**src/rtl/dithered_triangle_fill_defines.svh**
```systemverilog
// Assertion helpers shared by the RTL. Each macro expects clk and rst_n in scope.
`ifndef DITHERED_TRIANGLE_FILL_DEFINES_SVH
`define DITHERED_TRIANGLE_FILL_DEFINES_SVH

// Same-cycle implication.
`define DTF_ASSERT_IMP(label, cond, expr, msg) \
    label: assert property (@(posedge clk) disable iff (!rst_n) (cond) |-> (expr)) \
        else $error(msg);

// Next-cycle implication.
`define DTF_ASSERT_NEXT(label, cond, expr, msg) \
    label: assert property (@(posedge clk) disable iff (!rst_n) (cond) |=> (expr)) \
        else $error(msg);

`endif

```
**src/rtl/dtf_pkg.sv**
```systemverilog
`timescale 1ns / 1ps

package dtf_pkg;

    localparam int SCREEN_ROWS    = 240;
    localparam int SCREEN_COLUMNS = 400;
    localparam int FRAME_DEPTH    = 3840;
    localparam int ONE_Q16        = 65536;

    localparam int FB_ADDR_W = $clog2(FRAME_DEPTH);
    localparam int ROW_W     = $clog2(SCREEN_ROWS);
    localparam int STRIDE_W  = 5;
    localparam int BASE_W    = ROW_W + STRIDE_W;
    localparam int LIN_W     = BASE_W + 1;
    localparam int COL_W     = $clog2(SCREEN_COLUMNS + 1);
    localparam int WCOL_W    = COL_W - 5;
    localparam int ROWNUM_W  = 18;
    localparam int DIV_NUM_W = 49;
    localparam int DIV_CNT_W = 6;

    typedef logic signed [ROWNUM_W-1:0] row_t;

    localparam logic [STRIDE_W-1:0] STRIDE_RESET  = 5'd13;
    localparam logic signed [31:0]  ROW_LIMIT_Q16 = 32'(SCREEN_ROWS * ONE_Q16);
    localparam row_t                ROW_CLIP      = row_t'(SCREEN_ROWS);
    localparam logic signed [16:0]  COL_CLIP      = 17'(SCREEN_COLUMNS);

    localparam logic KIND_FILL = 1'b0;
    localparam logic KIND_READ = 1'b1;

    typedef struct packed {
        logic        start;
        logic [32:0] dx;
        logic [32:0] dy;
    } div_req_t;

    typedef struct packed {
        logic        done;
        logic [31:0] slope;
    } div_rsp_t;

    typedef struct packed {
        logic                 span_start;
        logic                 read_start;
        logic [BASE_W-1:0]    base;
        logic [WCOL_W-1:0]    col_first;
        logic [WCOL_W-1:0]    col_edge;
        logic [WCOL_W-1:0]    col_end;
        logic [4:0]           sbit;
        logic [4:0]           ebit;
        logic [31:0]          color;
        logic [FB_ADDR_W-1:0] read_addr;
    } rmw_req_t;

    typedef struct packed {
        logic        busy;
        logic        rd_done;
        logic [31:0] rd_data;
    } rmw_status_t;

    typedef enum logic [1:0] {
        DIV_IDLE,
        DIV_RUN,
        DIV_DONE
    } div_state_t;

    typedef enum logic [1:0] {
        RMW_CLEAR,
        RMW_IDLE,
        RMW_SPAN,
        RMW_READ
    } rmw_state_t;

    typedef enum logic [3:0] {
        ST_IDLE,
        ST_READ,
        ST_SETUP,
        ST_DIV_START,
        ST_DIV_WAIT,
        ST_HALF,
        ST_SKIP_L,
        ST_SKIP_M,
        ST_SKIP_R,
        ST_ROW,
        ST_ROW_WAIT,
        ST_DONE
    } top_state_t;

endpackage

```
**src/rtl/dtf_slope_div.sv**
```systemverilog
`timescale 1ns / 1ps
`include "dithered_triangle_fill_defines.svh"

module dtf_slope_div import dtf_pkg::*; (
    input  logic     clk,
    input  logic     rst_n,
    input  div_req_t req,
    output div_rsp_t rsp
);

    div_state_t state_reg, state_next;

    logic [DIV_NUM_W-1:0] quo_reg;
    logic [32:0]          rem_reg;
    logic [32:0]          den_reg;
    logic [DIV_CNT_W-1:0] cnt_reg;
    logic                 neg_reg;
    logic                 small_reg;
    logic [31:0]          small_val_reg;

    logic                 small_dy;
    logic [32:0]          mag;
    logic [33:0]          trial;
    logic                 fits;
    logic [31:0]          sat_quo;
    logic [31:0]          sat_dx;

    function automatic logic [31:0] sat33(logic [32:0] v);
        if (!v[32] && v[31])
        begin
            return 32'h7fffffff;
        end
        else if (v[32] && !v[31])
        begin
            return 32'h80000000;
        end
        return v[31:0];
    endfunction

    assign small_dy = $signed(req.dy) < $signed(33'(ONE_Q16));
    assign mag      = req.dx[32] ? 33'(-req.dx) : req.dx;
    assign trial    = {rem_reg, quo_reg[DIV_NUM_W-1]};
    assign fits     = trial >= {1'b0, den_reg};
    assign sat_dx   = sat33(req.dx);

    always_comb
    begin
        if (!neg_reg)
        begin
            sat_quo = (quo_reg > DIV_NUM_W'(32'h7fffffff)) ? 32'h7fffffff : quo_reg[31:0];
        end
        else
        begin
            sat_quo = (quo_reg > DIV_NUM_W'(32'h80000000)) ? 32'h80000000
                                                           : 32'(-quo_reg[31:0]);
        end
    end

    always_comb
    begin
        state_next = state_reg;
        unique case (state_reg)
            DIV_IDLE:
            begin
                if (req.start)
                begin
                    state_next = small_dy ? DIV_DONE : DIV_RUN;
                end
            end
            DIV_RUN:
            begin
                if (cnt_reg == DIV_CNT_W'(1))
                begin
                    state_next = DIV_DONE;
                end
            end
            DIV_DONE:
            begin
                state_next = DIV_IDLE;
            end
            default:
            begin
                state_next = DIV_IDLE;
            end
        endcase
    end

    always_comb
    begin
        rsp.done  = (state_reg == DIV_DONE);
        rsp.slope = small_reg ? small_val_reg : sat_quo;
    end

    always_ff @(posedge clk or negedge rst_n)
    begin
        if (!rst_n)
        begin
            state_reg <= DIV_IDLE;
        end
        else
        begin
            state_reg <= state_next;
        end
    end

    always_ff @(posedge clk)
    begin
        if (state_reg == DIV_IDLE && req.start)
        begin
            small_reg     <= small_dy;
            small_val_reg <= sat_dx;
            neg_reg       <= req.dx[32];
            quo_reg       <= {mag, 16'b0};
            rem_reg       <= '0;
            den_reg       <= req.dy;
            cnt_reg       <= DIV_CNT_W'(DIV_NUM_W);
        end
        else if (state_reg == DIV_RUN)
        begin
            rem_reg <= fits ? 33'(trial - {1'b0, den_reg}) : trial[32:0];
            quo_reg <= {quo_reg[DIV_NUM_W-2:0], fits};
            cnt_reg <= cnt_reg - 1'b1;
        end
    end

    `DTF_ASSERT_IMP(a_div_start_idle, req.start, state_reg == DIV_IDLE,
                    "slope division started while one is in progress")

endmodule

```
**config.mk**
```make
export PLATFORM = sky130hd
export DESIGN_NAME = dtf_slope_div
export DESIGN_NICKNAME = d
export VERILOG_FILES = /design/src/rtl/dtf_pkg.sv /design/src/rtl/dtf_slope_div.sv
export VERILOG_INCLUDE_DIRS = /design/src /design/src/rtl
export SDC_FILE = /design/constraint.sdc
export NUM_CORES = 1
export LEC_CHECK = 0
export BUFFER_PORTS_ARGS = -buffer_cell sky130_fd_sc_hd__clkbuf_2
export CORE_UTILIZATION = 40
export CTS_CLUSTER_DIAMETER = 50
export DETAILED_ROUTE_END_ITERATION = 8
export PLACE_DENSITY = 0.57
export SETUP_SLACK_MARGIN = 0.4
export SLEW_MARGIN = 20
export SYNTH_ARGS = -nofsm -noshare
export SYNTH_HDL_FRONTEND = slang
export SYNTH_SLANG_ARGS = --single-unit
export TNS_END_PERCENT = 30
```
**constraint.sdc**
```tcl
create_clock -name clk -period 3.1 [get_ports clk]
set_clock_uncertainty 0.2 [all_clocks]
set_input_delay 0.155 -clock clk [delete_from_list [all_inputs] [get_ports clk]]
set_output_delay 0.155 -clock clk [all_outputs]
set_load 0.01 [all_outputs]
```
==> flow_summary.ini <==
[outcome]
status = complete, but fails checks
failed_checks = setup timing

[placed_design]
place_congestion = 0.8798
io_buffers = 101
post_dp_cell_area_um2 = 11590
dp_hpwl_um = 21280
pre_cts_slack_ps = -112.2

[layout]
layout-drive-gt1-share_pct = 27.89
fin_area_um2 = 13510
largest_reg_flops = 49
area_delta_synth_final_pct = 36.36
diodes = 0
nets = 1480

[timing]
hold_viol_final = 0
setup_viol = 32
rsz0062_at_grt = true
fin_ws_ps = -384.6
slew_headroom_pct = 53.34
tightest_slew_ps = 690.9
fmax_ghz = 0.2870
period_needed_ps = 3485
period_share_pct = 112.4
slew_violations = 0

[floorplan]
start_util_pct = 40.75
chipHeight_um = 159.4
die_w_um = 159.4
io_pins = 102
num_rows = 57
die_area_um2 = 25410
core_um2 = 24320

[synthesis]
synthTopCellsByCount = nand2_1, edfxtp_1, a21oi_1
synth.distinct_cells = 69
syn-num-nets = 1242
syn_avg_cell_area_um2 = 8.747
synth-seq-area-share_pct = 41.91
synth-async-reset-ratio_pct = 1.274
yosys.area.top_type_share_pct = 30.30
ys.flop_type = edfxtp_1
yosys-top-cells-area = edfxtp_1, dfxtp_1, nand2_1, ha_1, a21oi_1
synthAdderAreaFrac_pct = 5.126
yosysMostFrequentCell = nand2_1
synthSimpleGateAreaFrac_pct = 18.00
syn_inst = 1133
synth.cell_area_um2 = 9911
synth_seq_cells = 157
synth_top_family_by_area = compound AO/OA/AOI/OAI gates
synth_top_cell_by_area = edfxtp_1
yosysWarningCount = 0
synth_edf_count = 100
synth.area.mux_share_pct = 2.020
synth_xor_area_share_pct = 5.479
synth_compound_area_share_pct = 21.34

[worst_setup_path]
critical_path_required_ps = 2740
path_max_fanout = 4
crit_type = flip-flop to output port
endpoint_kind = output port
start_kind = flip-flop
critPathArrivalTime_ps = 3130

[global_route]
grt_pass1_wl_um = 48440
grt_max_degree = 48
grt_pass1_vias = 9044
track_usage_pct = 23.94
grt_overflow = 0
antenna_found_initial = 1

[cts]
clock_path_buffers = 2
cts_tree = built
clk_latency_ps = 420
clock-root-buffer = clkbuf_16
cts_sinks = 157
cts.htree.levels = 4
path_clk_slew_ps = 60
cts_buffers = 17

[routing]
dr.pass1.iters = 5
wl_um = 30540
wire_per_inst_um = 17.88
antenna_left = 0
drtIter0Drc = 669
vias = 9457
drc = 0
viasPerCell = 5.537

[pwr]
p_leak_nw = 5.622
power_density_nw_per_um2 = 861.6
peakVddDrop_uv = 681.4

[hold_path]
min_path_type = primary input to flip-flop

[job]
maxCapViolCount = 0
[critical path: stages (launching register included)]
cell      delay [ps]
dfxtp_2          350
or4_4            580
or4_4            440
or3_4            350
or3_4            370
o41ai_2          250
a211oi_2         120
a21oi_2          120
clkbuf_2         140
[final timing paths]
check	start	end	slack [ps]	depth (start not counted)
max in group asynchronous	rst_n	state_reg[0]$_DFFE_PN0P_	2180	3
worst max register to register	den_reg[15]$_DFFE_PP_	rem_reg[16]$_SDFFE_PP0P_	70	11
worst min register to register	rem_reg[22]$_SDFFE_PP0P_	rem_reg[22]$_SDFFE_PP0P_	280	2
worst max-delay path	quo_reg[1]$_SDFFE_PP0P_	rsp[15]	-380	8
min in group asynchronous	rst_n	state_reg[1]$_DFFE_PN0P_	400	3
worst min-delay path	req[35]	quo_reg[18]$_DFFE_PP_	30	3
[cells in the final DEF, fill, tap and decap left out, drive strengths merged, types with 39 or more instances in the layout]
cell type and count:
o21ai 114, edfxtp 100, a21oi 85, nand2 154, clkbuf 102, buf 148, dlygate4sd3 67, nor2 41
nor3 43, inv 82, dfxtp 55, ha 39
[final cells by class]
class,count,area (um2)
fillers,2184,10810
multi-input cells,820,5897
flip-flops and latches,157,4160
repair buffers,295,2196
clock buffers,22,465.4
well taps,324,405.4
inverters,80,300.3
clock inverters,10,90.09
[per-stage QoR]
| stage | utilization (%) | TNS [ps] | std cells | hold WS [ps] | power (mW) |
|---|---|---|---|---|---|
| floorplan | - | 0 | 1133 | -340.6 | 7.132 |
| global placement | 47.67 | -885.8 | 1596 | -256.8 | 8.945 |
| detailed placement | 47.67 | -823.8 | 1596 | -257.1 | 8.989 |
| CTS | 54.02 | -7584 | 1702 | 13.86 | 11.29 |
| global route | 55.57 | -12140 | 1708 | 48.09 | 12.43 |
| finish | 55.57 | -8515 | 1708 | 32.37 | 11.64 |
[cells by family after synthesis]
family / after synthesis
fa+ha+maj: 40
xor+xnor: 62
mux: 20
buf+inv: 156
compound gates: 335
simple gates: 363
flops: 157
[metal layers]
layer | track usage [%] | vias to the layer above | part of all wire (%)
li1 | - | 4615 | -
met1 | 34.19 | 4508 | 47
met2 | 37.40 | 293 | 46
met3 | 3.673 | 39 | 5.4
met4 | 6.862 | 2 | 1.4
met5 | 0 | - | 0.043
[what timing repair did]
| item | CTS | global route |
|---|---|---|
| pin swaps | 16 | 21 |
| setup buffers | 7 | 6 |
| endpoints found under the setup margin | 66 | 73 |
| resized for setup | 60 | 98 |
| hold buffers | 67 | 0 |
| endpoints found under the hold margin | 85 | 0 |
[power by group]
| group | switching, mW | internal, mW | leakage [nW] |
|---|---|---|---|
| sequential | 0.516 | 3.03 | 1.46 |
| combinational | 3.44 | 2.65 | 3.90 |
| clock | 0.852 | 1.15 | 0.270 |
No activity file was read; power rests on OpenSTA's default activity.
